`config.mk`:
```
export PLATFORM = sky130hd
export DESIGN_NAME = fit_ctrl
export DESIGN_NICKNAME = d
export VERILOG_FILES = /design/src/fit_pkg.sv /design/src/fit_ctrl.sv
export SDC_FILE = /design/constraint.sdc
export NUM_CORES = 1
export LEC_CHECK = 0
export CORE_AREA = 2 2 55 57
export CTS_CLUSTER_DIAMETER = 60
export DETAILED_ROUTE_END_ITERATION = 8
export DIE_AREA = 0 0 57 59
export DONT_BUFFER_PORTS = 1
export HOLD_SLACK_MARGIN = 0.06
export PLACE_DENSITY = 0.65
export REMOVE_ABC_BUFFERS = 1
export SYNTH_ARGS = -nofsm -noshare
export SYNTH_HDL_FRONTEND = slang
export SYNTH_SLANG_ARGS = --single-unit
```
`constraint.sdc`:
```
create_clock -name clk -period 2 [get_ports clk]
set_input_delay 0.3 -clock clk [delete_from_list [all_inputs] [get_ports clk]]
set_output_delay 0.3 -clock clk [all_outputs]
set_load 0.01 [all_outputs]
```
`src/fit_pkg.sv`:
```
// Shared constants and control types for the farthest-insertion tour block.
package fit_pkg;

    localparam int MAX_NODES = 64;
    localparam int DIST_BITS = 24;
    localparam int NODE_W    = $clog2(MAX_NODES);
    localparam int ADDR_W    = 2 * NODE_W;
    localparam int CNT_W     = $clog2(MAX_NODES + 1);
    localparam int COST_W    = 30;
    localparam int SUM_W     = ((DIST_BITS > COST_W) ? DIST_BITS : COST_W) + 1;
    localparam int IC_W      = DIST_BITS + 2;

    localparam logic [COST_W-1:0] COST_MAX = {COST_W{1'b1}};

    localparam logic [1:0] ST_OK        = 2'd0;
    localparam logic [1:0] ST_BAD_START = 2'd1;
    localparam logic [1:0] ST_NO_NODES  = 2'd2;

    localparam logic REG_NODE_COUNT = 1'b0;
    localparam logic REG_START_NODE = 1'b1;

    typedef struct packed {
        logic take_in;
        logic init;
        logic sel_rd;
        logic sel_upd;
        logic ins_nx;
        logic ins_duc;
        logic ins_dcw;
        logic ins_duw;
        logic ins_cmp;
        logic link_a;
        logic link_b;
        logic cost_nx;
        logic cost_rd;
        logic cost_acc;
        logic emit_nx;
        logic emit_out;
        logic err_out;
    } fit_cmd_t;

    typedef struct packed {
        logic bad_n;
        logic bad_s;
        logic single;
        logic sel_end;
        logic first;
        logic full;
        logic w_head;
        logic out_fire;
        logic out_last;
    } fit_sts_t;

endpackage

```
`src/fit_ctrl.sv`:
```
// Sequencer for load, build, cost and output phases.
module fit_ctrl (
    input  logic            clk,
    input  logic            rst_n,
    input  logic            in_valid,
    input  logic            last_entry,
    input  fit_pkg::fit_sts_t sts,
    output fit_pkg::fit_cmd_t cmd,
    output logic            in_stall
);
    import fit_pkg::*;

    typedef enum logic [18:0] {
        S_IDLE     = 19'b0000000000000000001,
        S_CHECK    = 19'b0000000000000000010,
        S_INIT     = 19'b0000000000000000100,
        S_SEL_RD   = 19'b0000000000000001000,
        S_SEL_UPD  = 19'b0000000000000010000,
        S_INS_NX   = 19'b0000000000000100000,
        S_INS_DUC  = 19'b0000000000001000000,
        S_INS_DCW  = 19'b0000000000010000000,
        S_INS_DUW  = 19'b0000000000100000000,
        S_INS_CMP  = 19'b0000000001000000000,
        S_LINK_A   = 19'b0000000010000000000,
        S_LINK_B   = 19'b0000000100000000000,
        S_COST_NX  = 19'b0000001000000000000,
        S_COST_RD  = 19'b0000010000000000000,
        S_COST_ACC = 19'b0000100000000000000,
        S_EMIT_NX  = 19'b0001000000000000000,
        S_EMIT_OUT = 19'b0010000000000000000,
        S_ERR_OUT  = 19'b0100000000000000000,
        S_OUT_WAIT = 19'b1000000000000000000
    } fit_state_t;

    fit_state_t state_reg, state_next;

    always_ff @(posedge clk or negedge rst_n)
    begin
        if (!rst_n)
        begin
            state_reg <= S_IDLE;
        end
        else
        begin
            state_reg <= state_next;
        end
    end

    always_comb
    begin
        state_next = state_reg;
        case (state_reg)
            S_IDLE:     if (in_valid && last_entry) state_next = S_CHECK;
            S_CHECK:    state_next = (sts.bad_n || sts.bad_s) ? S_ERR_OUT : S_INIT;
            S_INIT:     state_next = sts.single ? S_COST_NX : S_SEL_RD;
            S_SEL_RD:   state_next = S_SEL_UPD;
            S_SEL_UPD:
            begin
                if (sts.sel_end)
                begin
                    state_next = sts.first ? S_LINK_A : S_INS_NX;
                end
                else
                begin
                    state_next = S_SEL_RD;
                end
            end
            S_INS_NX:   state_next = S_INS_DUC;
            S_INS_DUC:  state_next = S_INS_DCW;
            S_INS_DCW:  state_next = S_INS_DUW;
            S_INS_DUW:  state_next = S_INS_CMP;
            S_INS_CMP:  state_next = sts.w_head ? S_LINK_A : S_INS_NX;
            S_LINK_A:   state_next = S_LINK_B;
            S_LINK_B:   state_next = sts.full ? S_COST_NX : S_SEL_RD;
            S_COST_NX:  state_next = S_COST_RD;
            S_COST_RD:  state_next = S_COST_ACC;
            S_COST_ACC: state_next = sts.w_head ? S_EMIT_NX : S_COST_NX;
            S_EMIT_NX:  state_next = S_EMIT_OUT;
            S_EMIT_OUT: state_next = S_OUT_WAIT;
            S_ERR_OUT:  state_next = S_OUT_WAIT;
            S_OUT_WAIT:
            begin
                if (sts.out_fire)
                begin
                    state_next = sts.out_last ? S_IDLE : S_EMIT_NX;
                end
            end
            default:    state_next = S_IDLE;
        endcase
    end

    assign in_stall     = (state_reg != S_IDLE);
    assign cmd.take_in  = (state_reg == S_IDLE) && in_valid;
    assign cmd.init     = (state_reg == S_INIT);
    assign cmd.sel_rd   = (state_reg == S_SEL_RD);
    assign cmd.sel_upd  = (state_reg == S_SEL_UPD);
    assign cmd.ins_nx   = (state_reg == S_INS_NX);
    assign cmd.ins_duc  = (state_reg == S_INS_DUC);
    assign cmd.ins_dcw  = (state_reg == S_INS_DCW);
    assign cmd.ins_duw  = (state_reg == S_INS_DUW);
    assign cmd.ins_cmp  = (state_reg == S_INS_CMP);
    assign cmd.link_a   = (state_reg == S_LINK_A);
    assign cmd.link_b   = (state_reg == S_LINK_B);
    assign cmd.cost_nx  = (state_reg == S_COST_NX);
    assign cmd.cost_rd  = (state_reg == S_COST_RD);
    assign cmd.cost_acc = (state_reg == S_COST_ACC);
    assign cmd.emit_nx  = (state_reg == S_EMIT_NX);
    assign cmd.emit_out = (state_reg == S_EMIT_OUT);
    assign cmd.err_out  = (state_reg == S_ERR_OUT);

endmodule

```
== Word level (Yosys, flattened, before mapping) ==
Cells that the tools add are included.

* Register bits: 19
* Input port bits: 13

* Equal/unequal tests: 22
* Multiplexer cells: 11
* Reduce and logical (&&, ||, !) cells: 5

{| class="wikitable"
|+ Operators with widths
! cell !! count
|-
| 19-bit case mux with 18 select lines || 1
|-
| 19-bit 2-to-1 mux || 2
|-
| 11-bit 2-to-1 mux || 3
|-
| 16-bit 2-to-1 mux || 2
|-
| 13-bit 2-to-1 mux || 2
|-
| 19-bit by 1-bit equality test with 1-bit output (second input constant) || 1
|-
| 19-bit by 10-bit equality test with 1-bit output (second input constant) || 1
|-
| 19-bit by 11-bit equality test with 1-bit output (second input constant) || 1
|-
| 19-bit by 12-bit equality test with 1-bit output (second input constant) || 1
|-
| 19-bit by 13-bit equality test with 1-bit output (second input constant) || 1
|-
| 19-bit by 14-bit equality test with 1-bit output (second input constant) || 1
|-
| 19-bit by 15-bit equality test with 1-bit output (second input constant) || 1
|-
| 19-bit by 16-bit equality test with 1-bit output (second input constant) || 1
|-
| 19-bit by 17-bit equality test with 1-bit output (second input constant) || 1
|-
| 19-bit by 18-bit equality test with 1-bit output (second input constant) || 1
|-
| 19-bit equality test (second input constant) || 1
|-
| 19-bit by 2-bit equality test with 1-bit output (second input constant) || 1
|-
| 19-bit by 3-bit equality test with 1-bit output (second input constant) || 1
|-
| 19-bit by 4-bit equality test with 1-bit output (second input constant) || 1
|-
| 19-bit by 5-bit equality test with 1-bit output (second input constant) || 1
|-
| 19-bit by 6-bit equality test with 1-bit output (second input constant) || 1
|-
| 19-bit by 7-bit equality test with 1-bit output (second input constant) || 1
|-
| 19-bit by 8-bit equality test with 1-bit output (second input constant) || 1
|-
| 19-bit by 9-bit equality test with 1-bit output (second input constant) || 1
|-
| 7 further kinds || 9
|}

== Logic depth before layout (Yosys ltp) ==
Gate-level depths: netlist of run 1.

* Depth in word-level cells: 3
* Gate-level depth with buffers: 7

== Least setup slack after synthesis of run 1 ==
OpenSTA, ideal clock, no wires.

* Kind: reg-to-output
* Start: register state_reg[9]
* End: output cmd[11] in the netlist's numbering
* Arrival time: 1.770 ns
* Required time: 1.700 ns
* Path slack: -0.070 ns
* Cell stages (with the launch flop): 5
* Path buffers: 0
* Cells stage by stage: dfrtp_1 nor4_4 nand4_2 or3_4 nor3b_2

{| class="wikitable"
|+ RTL lines
! item !! RTL line !! source
|-
| start, declared || fit_ctrl.sv:35 || <nowiki>fit_state_t state_reg, state_next;</nowiki>
|-
| start signal, assigned || fit_ctrl.sv:45 || <nowiki>state_reg <= state_next;</nowiki>
|-
| end, declared || fit_ctrl.sv:8 || <nowiki>output fit_pkg::fit_cmd_t cmd,</nowiki>
|}

==> results of run 1 <==
## kinds of logic after synthesis
family                 count (synthesis)  synth area share
AND/OR/NAND/NOR                       71             0.451
AO/OA/AOI/OAI                         21             0.119
flip-flops                            19             0.359
buffers and inverters                 11            0.0509
XOR/XNOR                               3            0.0198
## critical path: cells and delay by family (launching register included)
family	cells	cell delay, ns
flip-flops	1	0.44
AND/OR/NAND/NOR	4	1.13
## area by class of cell
type | instances | area (sq um)
flip-flops and latches | 19 | 482
fillers | 217 | 855
repair buffers | 47 | 374
multi-input cells | 95 | 915
inverters | 5 | 18.8
clock buffers | 3 | 22.5
well taps | 31 | 38.8
clock inverters | 1 | 5.00
## power by group
part / total (mW) / switching (mW) / internal, mW
sequential: 0.462 / 0.0408 / 0.421
combinational: 0.839 / 0.419 / 0.420
clock: 0.202 / 0.127 / 0.0746
total: 1.50 / 0.587 / 0.915
## cell usage in the layout (no fill, tap or decap), types with 3 or more instances in the layout
| master | n |
|---|---|
| inv_1 | 4 |
| buf_4 | 40 |
| nor4b_1 | 5 |
| o21ai_0 | 3 |
| nor2_1 | 9 |
| nand4_4 | 3 |
| a21oi_1 | 3 |
| buf_6 | 3 |
| nor3_2 | 4 |
| dfrtp_2 | 4 |
| xor2_1 | 3 |
| nand2_1 | 7 |
| nor4_4 | 7 |
| clkbuf_4 | 3 |
| dlygate4sd3_1 | 4 |
| dfrtp_1 | 14 |
| nand2b_1 | 6 |
## how the worst max path moves through the flow
stage | from | to | slack [ns] | depth (start not counted)
after global routing | state_reg[14]$_DFFE_PN0P_ | cmd[7] | -0.27 | 5
after CTS | state_reg[1]$_DFFE_PN0P_ | cmd[7] | -0.17 | 5
after global placement | state_reg[12]$_DFFE_PN0P_ | in_stall | 0.11 | 5
after floorplan | state_reg[9]$_DFFE_PN0P_ | cmd[11] | -0.07 | 4
after detailed placement | state_reg[1]$_DFFE_PN0P_ | cmd[2] | 0.12 | 5
final | state_reg[12]$_DFFE_PN0P_ | cmd[10] | -0.17 | 4
## Yosys cell counts (all sizes together) (3+ instances only)
cell type	number
dfrtp	18
nor2	10
a21oi	3
inv	5
nor4	11
nand2	7
xor2	3
buf	5
nand4	5
nand2b	6
nor3	7
o21ai	3
nor4b	9
nor3b	4
nor2b	4
## layer usage
metal	global-route usage	vias up	wire, um
li1	-	568	-
met1	0.260	593	1500
met2	0.384	34	1900
met3	0.0284	0	160
met4	0.0631	0	0
met5	0	-	0
## repair_timing
| item | in CTS | in global routing |
|---|---|---|
| endpoints found under the setup margin | 18 | 18 |
| buffers inserted | 7 | 9 |
| hold buffers | 4 | 0 |
| hold endpoints to repair | 21 | 0 |
| gates resized for setup | 17 | 15 |
| pin swaps | 6 | 11 |
==> metrics.md, run 1 <==
| Metric | Value |
|---|---|
| Fin. Hold Viols | `0` |
| Number of library cell types mapped by synthesis | `45` |
| Outcome | `finished, violations left` |
| Clk root buf | `clkbuf_4` |
| Die H | `between 50 and 60 um` |
| Routed WL per cell | `17.8 um` |
| WP data required | `1.70 ns` |
| Setup TNS Final | `-1.56 ns` |
| Avg Vias per Cell | `between 5 and 6` |
| Total grt overflow | `0` |
| Worst rel slew slack | `0.377` |
| #FFs+latches synth | `19` |
| # clock sinks | `19` |
| Area growth from synthesis to layout | `39.9%` |
| Reg-to-reg startpoint | `state_reg[12]$_DFFE_PN0P_` |
| Sequential fraction of the synthesis area | `0.359` |
| DRT antenna net count | `0` |
| Post-synthesis cell area | `approximately 1300 sq um` |
| Cell area power density | `810 nW/um^2` |
| Detailed Route WL | `3.57 mm` |
| Pin count of the biggest net entering global routing | `20` |
| Min Hold Slack | `around 0.086 ns` |
| Slowest stage cell, crit path | `dfrtp_1` |
| Max-slew violations | `0` |
| MaxCap Viol Count | `0` |
| First-pass GRT wire length | `5.51 mm` |
| Die area | `3360 sq um` |
| Min-Delay Path Depth | `1` |
| Setup violations, final | `16` |
| Nets | `roughly 180` |
| Fmax | `about 460 MHz` |
| Fin cells | `about 200` |
| Peak VDD IR | `0.711 mV` |
| Ys async rst share | `1.00` |
| Dominant cell type by area after synthesis | `dfrtp_1` |
| Overall power | `about 1.5 mW` |
| Global placer's final weighted congestion | `between 0.8 and 0.9` |
| Core Area | `between 2000 and 3000 sq um` |
| Max Clock Skew | `~0.0013 ns` |
| Period utilization | `1.08` |
| Failing checks | `negative setup slack` |
| Area post-placement | `between 1500 and 2000 sq um` |
| Dpl cells | `~180` |
| H-tree depth | `1` |
| CP peak stage delay | `between 0.4 and 0.5 ns` |
| Syn avg cell area | `10.6 sq um` |
| Final WS setup | `-0.167 ns` |
| Hold Path End | `state_reg[5]$_DFFE_PN0P_` |
| Fin util | `0.685` |
| Critical Setup Path Class | `flip-flop to output port` |
| Worst skew pair latency | `roughly 0.30 ns` |
| CTS tree | `done` |
| Post-route cell area | `roughly 1900 sq um` |
| Critical path cell sequence | `nor4_4 > nand4_2 > or3_4 > nor3b_4` |
| DP Worst Slack | `0.123 ns` |
| Worst Hold Launch | `sts[2]` |
| Layout cells sized above 1 | `0.512` |
| Worst Max-Slew Pin Slew | `0.932 ns` |
| Worst setup SP type | `flip-flop` |
| Min cycle time layout | `2.17 ns` |
| Synth warn | `0` |
| Global Route Usage Sum | `0.211` |
| Area contributors post-synth | `dfrtp_1 (34%), nor4_4 (8.0%), nor4b_1 (5.3%)` |
| Vias in the first global route | `around 1.2k` |
| Ys flop type | `dfrtp_1` |
| Diodes inserted | `0` |
| Leakage | `between 0.7 and 0.8 nW` |
| DRC Markers | `0` |
| Die width | `between 50 and 60 um` |
| Initial DRC count | `44` |
| R2R cell count | `8` |
| Row cnt | `19` |
| TritonCTS Buffers | `3` |
| Critical Path AT | `around 1.9 ns` |
| Worst R2R Setup Slack | `approximately 0.10 ns` |
| CP max FO | `3` |
| Yosys top cell area share | `0.340` |
| Max reg flops | `19` |
| Hold WC Path Type | `input pin to flip-flop` |
| Vias | `around 1.2k` |
| I/O pins | `31` |
| Clk slew on worst S/H paths | `~0.11 ns` |
| Post-DP HPWL | `2.49 mm` |
| Endpoint type of the worst setup path | `output port` |
| Post-synth EDFFs | `0` |
| CTS max path bufs | `2` |
| Unrepaired setup endpoints after global routing | `true` |
| Mapped Cells | `~130` |
| Port-buffer cells | `0` |
| Initial antenna violation count | `0` |
| Pre-antenna DRT Iters | `4` |
| Starting Density | `0.489` |
| Reg-to-reg endpoint | `state_reg[1]$_DFFE_PN0P_` |
Power figures use the tool's default switching activity.
==> run 2: changes to the inputs <==
--- a/config.mk
+++ b/config.mk
@@ -5,14 +5,15 @@
 export SDC_FILE = /design/constraint.sdc
 export NUM_CORES = 1
 export LEC_CHECK = 0
-export CORE_AREA = 2 2 55 57
+export ABC_AREA = 1
+export CORE_AREA = 2 2 56 58
 export CTS_CLUSTER_DIAMETER = 60
 export DETAILED_ROUTE_END_ITERATION = 8
-export DIE_AREA = 0 0 57 59
+export DIE_AREA = 0 0 58 60
 export DONT_BUFFER_PORTS = 1
 export HOLD_SLACK_MARGIN = 0.06
-export PLACE_DENSITY = 0.65
 export REMOVE_ABC_BUFFERS = 1
+export SKIP_LAST_GASP = 1
 export SYNTH_ARGS = -nofsm -noshare
 export SYNTH_HDL_FRONTEND = slang
 export SYNTH_SLANG_ARGS = --single-unit
==> metrics.md, run 2 <==
| Metric | Value |
|---|---|
| Area contributors post-synth | `dfrtp_1 (33%), inv_1 (11%), nand2_1 (9.6%)` |
| Period utilization | `1.00` |
| Pre-antenna DRT Iters | `4` |
| Row cnt | `20` |
| Critical Path AT | `between 1.5 and 2 ns` |
| Fmax | `roughly 500 MHz` |
| Worst R2R Setup Slack | `0.06 ns` |
| Setup TNS Final | `-0.00650 ns` |
| Worst setup SP type | `flip-flop` |
| Die H | `60 um` |
| Outcome | `finished, violations left` |
| Fin util | `0.613` |
| Diodes inserted | `0` |
| Min Hold Slack | `between 0.08 and 0.09 ns` |
| Die width | `~58 um` |
| Clk slew on worst S/H paths | `0.12 ns` |
| Synth Area in Compound Gates | `0.0661` |
| # clock sinks | `19` |
| Most frequent cells in the layout | `inv_1 (36), nand2_1 (34), buf_4 (24), nor2_1 (17), dfrtp_1 (16)` |
| Post-synth EDFFs | `0` |
| Vias | `between 1k and 1.5k` |
| H-tree depth | `1` |
| Final WS setup | `-0.00650 ns` |
| Mapped Cells | `roughly 190` |
| Most common cell after layout, fill and taps aside | `inv_1` |
| Yosys top cell area share | `0.331` |
| Avg Vias per Cell | `about 5.3` |
| MaxCap Viol Count | `0` |
| Top post-synthesis cells by count | `inv_1 (40), nand2_1 (35), nor2_1 (22), dfrtp_1 (18), nor3_1 (12)` |
| Global placer's final weighted congestion | `0.964` |
| Hold WC Path Type | `input pin to flip-flop` |
| Core Area | `approximately 2900 sq um` |
| Synth Area in XOR/XNOR | `0` |
| Critical Setup Path Class | `flip-flop to output port` |
| Ys flop type | `dfrtp_1` |
| CP max FO | `4` |
| I/O pins | `31` |
| Post-synthesis cell area | `between 1000 and 1500 sq um` |
| Max reg flops | `19` |
| Min cycle time layout | `2.01 ns` |
| Ys async rst share | `1.00` |
| Worst skew pair latency | `0.31 ns` |
| Unrepaired setup endpoints after global routing | `true` |
| Setup violations, final | `1` |
| P_sw | `approximately 0.61 mW` |
| DP Worst Slack | `between 0.2 and 0.3 ns` |
| Switching Fraction | `0.443` |
| Detailed Route WL | `around 3.5 mm` |
| Syn avg cell area | `slightly above 7 sq um` |
| Worst Max-Slew Pin Slew | `about 0.90 ns` |
| Initial antenna violation count | `0` |
| CTS tree | `done` |
| Vias in the first global route | `between 1k and 1.5k` |
| Max-slew violations | `0` |
| #FFs+latches synth | `19` |
| Max Clock Skew | `0.00257 ns` |
| Hold Path End | `state_reg[5]$_DFFE_PN0P_` |
| Routed WL per cell | `13.4 um` |
| Starting Density | `0.469` |
| Simple-Gate Fraction of Synth Area | `0.447` |
| Endpoint type of the worst setup path | `output port` |
| Adder-Cell Fraction of Synth Area | `0` |
| Failing checks | `negative setup slack` |
| Min-Delay Path Depth | `1` |
| Cell area power density | `779 nW/um^2` |
| Combinational power share | `0.529` |
| Sequential fraction of the synthesis area | `0.350` |
| TritonCTS Buffers | `3` |
| Pint | `around 0.77 mW` |
| Part of the power in the clock network | `0.149` |
| Sequential Power Share | `0.322` |
| CTS max path bufs | `2` |
| Area growth from synthesis to layout | `30.6%` |
| Post-DP HPWL | `between 2 and 2.5 mm` |
| Largest family of logic cells by synthesized area | `simple AND/OR/NAND/NOR gates` |
| First-pass GRT wire length | `between 5 and 6 mm` |
| Clk root buf | `clkbuf_4` |
| Worst Hold Launch | `sts[2]` |
| Port-buffer cells | `0` |
| Layout cells sized above 1 | `0.364` |
| R2R cell count | `7` |
| Fillers | `between 200 and 300` |
| Reg-to-reg startpoint | `state_reg[3]$_DFFE_PN0P_` |
| WP data required | `roughly 1.7 ns` |
| DRT antenna net count | `0` |
| Nets | `approximately 240` |
| Mux cell area share after synthesis | `0` |
| Initial DRC count | `71` |
| Die area | `between 3000 and 4000 sq um` |
| Top-count cell post-synth | `inv_1` |
| Leakage | `about 0.97 nW` |
| Fin. Hold Viols | `0` |
| Pin count of the biggest net entering global routing | `20` |
| Dominant cell type by area after synthesis | `dfrtp_1` |
| Global Route Usage Sum | `0.210` |
| Number of library cell types mapped by synthesis | `29` |
| Peak VDD IR | `roughly 0.59 mV` |
| DRC Markers | `0` |
| Total grt overflow | `0` |
| Worst rel slew slack | `0.400` |
| Synth warn | `0` |
| Reg-to-reg endpoint | `state_reg[2]$_DFFE_PN0P_` |
run 2: worst max-delay path by stage:
stage	startpoint	to	slack (ns)	cells past startpoint
after floorplan	state_reg[18]$_DFFE_PN0P_	cmd[11]	0.37	7
after global placement	state_reg[3]$_DFFE_PN0P_	cmd[11]	0.27	8
after detailed placement	state_reg[18]$_DFFE_PN0P_	cmd[11]	0.25	8
after CTS	state_reg[5]$_DFFE_PN0P_	cmd[5]	-0.002	8
after global routing	state_reg[16]$_DFFE_PN0P_	cmd[12]	-0.14	8
final	state_reg[16]$_DFFE_PN0P_	cmd[12]	-0.006	8
run 2: metal layers:
| metal | routed length [um] | track usage | up-vias |
|---|---|---|---|
| met1 | 1450 | 0.254 | 647 |
| met5 | 0 | 0 | - |
| li1 | - | - | 677 |
| met3 | 127 | 0.0519 | 4 |
| met2 | 1850 | 0.381 | 28 |
| met4 | 31 | 0.0399 | 0 |
run 2: what timing repair did:
action / in CTS / in global routing
resized for setup: 11 / 19
endpoints found under the hold margin: 20 / 0
hold buffers: 3 / 0
pin swaps: 8 / 7
setup buffers: 14 / 5
endpoints found under the setup margin: 6 / 16
run 2: power by group through the flow:
stage / Sequential (mW) / Clock [mW] / Combinational [mW]
after floorplan: 0.447 / 0 / 0.466
after global placement: 0.451 / 0 / 0.545
after detailed placement: 0.452 / 0 / 0.554
after CTS: 0.444 / 0.218 / 0.660
after global routing: 0.451 / 0.234 / 0.806
final: 0.446 / 0.207 / 0.734
run 2: area by class of cell:
class                   instances  area (sq um)  area share
inverters                      48           191       0.108
well taps                      33          41.3      0.0232
clock inverters                 1          5.00     0.00281
clock buffers                   3          22.5      0.0127
flip-flops and latches         19           479       0.269
repair buffers                 28           230       0.129
multi-input cells             126           810       0.455
run 2: critical path, cell delays in order (launching register included):
cell	delay [ns]
dfrtp_1	0.40
inv_1	0.18
nand2_4	0.10
inv_4	0.07
nand2_4	0.07
nor2_4	0.12
inv_2	0.07
nor4_2	0.24
buf_4	0.16
run 2: cells by family after synthesis:
| logic type | count (synthesis) |
|---|---|
| buf+inv | 48 |
| simple gates | 113 |
| compound gates | 13 |
| flops | 19 |
run 2: metrics by stage:
step / area, sq um / power, mW / instances
after floorplan: 1360 / 0.912 / 193
after global placement: 1450 / 0.996 / 232
after detailed placement: 1450 / 1.01 / 232
after CTS: 1670 / 1.32 / 253
after global routing: 1780 / 1.49 / 258
final: 1780 / 1.39 / 258
==> run 3: changes to the inputs <==
==> constraint.sdc (replaced) <==
create_clock -name clk -period 2.2 [get_ports clk]
set_input_delay 0.33 -clock clk [delete_from_list [all_inputs] [get_ports clk]]
set_output_delay 0.33 -clock clk [all_outputs]
set_load 0.01 [all_outputs]
==> metrics.md, run 3 (synthesized netlist as in run 2, its figures left out) <==
| Metric | Value |
|---|---|
| Outcome | `finished, final reports clean` |
| I/O pins | `31` |
| Clk root buf | `clkbuf_4` |
| MaxCap Viol Count | `0` |
| Endpoint type of the worst setup path | `output port` |
| Worst Max-Slew Pin Slew | `0.883 ns` |
| H-tree depth | `1` |
| Starting Density | `0.469` |
| Pre-antenna DRT Iters | `4` |
| Vias in the first global route | `between 1k and 1.5k` |
| First-pass GRT wire length | `5.00 mm` |
| Setup violations, final | `0` |
| Nets | `215` |
| Unrepaired setup endpoints after global routing | `true` |
| Most frequent cells in the layout | `inv_1 (40), nand2_1 (35), nor2_1 (22), dfrtp_1 (16), nor3_1 (12)` |
| Min cycle time layout | `roughly 2.1 ns` |
| Total grt overflow | `0` |
| Vias | `roughly 1.2k` |
| DRC Markers | `0` |
| Die area | `between 3000 and 4000 sq um` |
| Diodes inserted | `0` |
| Min Hold Slack | `roughly 0.089 ns` |
| DRT antenna net count | `0` |
| Die H | `approximately 60 um` |
| Avg Vias per Cell | `roughly 5.1` |
| Clk slew on worst S/H paths | `roughly 0.10 ns` |
| Fin util | `0.511` |
| Max Clock Skew | `between 0.007 and 0.008 ns` |
| Initial DRC count | `between 40 and 50` |
| Global Route Usage Sum | `0.194` |
| TritonCTS Buffers | `3` |
| Worst skew pair latency | `approximately 0.3 ns` |
| Critical Setup Path Class | `flip-flop to output port` |
| Fmax | `roughly 470 MHz` |
| Fin. Hold Viols | `0` |
| Initial antenna violation count | `0` |
| Max reg flops | `19` |
| Global placer's final weighted congestion | `0.854` |
| Area growth from synthesis to layout | `8.91%` |
| Leakage | `0.830 nW` |
| Detailed Route WL | `a little under 3 mm` |
| WP data required | `roughly 1.9 ns` |
| CTS max path bufs | `2` |
| Fin cells | `roughly 230` |
| Port-buffer cells | `0` |
| Cell area power density | `738 nW/um^2` |
| CP max FO | `6` |
| Core Area | `2900 sq um` |
| Peak VDD IR | `around 0.45 mV` |
| Pin count of the biggest net entering global routing | `20` |
| Max-slew violations | `0` |
| # clock sinks | `19` |
| Row cnt | `20` |
| Worst setup SP type | `flip-flop` |
| Worst rel slew slack | `0.410` |
| Die width | `between 50 and 60 um` |
| Layout cells sized above 1 | `0.214` |
| Period utilization | `0.960` |
| Dpl cells | `approximately 230` |
| Setup bufs post-CTS | `0` |
| Critical Path AT | `approximately 1.8 ns` |
| CTS tree | `done` |
| Routed WL per cell | `between 10 and 15 um` |
| Hold WC Path Type | `input pin to flip-flop` |
| Post-DP HPWL | `approximately 2.4 mm` |
| Most common cell after layout, fill and taps aside | `inv_1` |
[run 3: stage by stage]
stage | setup WS (ns) | total power, mW | cell area, sq um | TNS [ns]
CTS | 0.0488 | 1.10 | 1460 | 0
global route | -0.0787 | 1.18 | 1480 | -0.211
floorplan | 0.541 | 0.829 | 1360 | 0
finish | 0.0884 | 1.10 | 1480 | 0
global placement | 0.425 | 0.906 | 1430 | 0
detailed placement | 0.408 | 0.913 | 1430 | 0
[run 3: power by group]
part	switching [mW]	leakage, nW	internal, mW	total (mW)
sequential	0.0239	0.258	0.381	0.405
combinational	0.335	0.557	0.177	0.512
clock	0.108	0.0150	0.0706	0.179
[run 3: area by class of cell]
cell class                      instances  area [sq um]
Clock buffer                            4          26.3
Fill cell                             306          1420
Inverter                               48           186
Multi-Input combinational cell        126           718
Sequential cell                        19           479
Tap cell                               33          41.3
Timing Repair Buffer                    4          32.5
[run 3: timing repair]
item                                    in CTS  in global routing
hold buffers                                 1                  0
resized for setup                            0                  5
endpoints found under the setup margin       0                  6
hold endpoints to repair                    19                  0
[run 3: final timing paths]
kind / from / endpoint / slack [ns] / cells past startpoint
max: state_reg[18]$_DFFE_PN0P_ / cmd[12] / 0.09 / 8
min: sts[8] / state_reg[2]$_DFFE_PN0P_ / 0.09 / 1
max reg2reg: state_reg[12]$_DFFE_PN0P_ / state_reg[3]$_DFFE_PN0P_ / 0.59 / 7
min reg2reg: state_reg[7]$_DFFE_PN0P_ / state_reg[7]$_DFFE_PN0P_ / 0.53 / 1
max in group asynchronous: rst_n / state_reg[18]$_DFFE_PN0P_ / 1.01 / 1
min in group asynchronous: rst_n / state_reg[11]$_DFFE_PN0P_ / 0.58 / 1
[run 3: routing by layer]
metal  wire [um]  global-route usage  part of all wire
met1        1330               0.240              0.45
met2        1460               0.336              0.50
met3         123              0.0519             0.042
met4          25              0.0498            0.0085
met5           0                   0                 0
[run 3: critical path: stages, from the launching register on]
cell and delay (ns):
dfrtp_2 0.46, nor2_2 0.15, nand2_4 0.09, inv_2 0.07
nand2_2 0.08, nor2_1 0.16, inv_1 0.10, nor4_1 0.20
buf_4 0.17
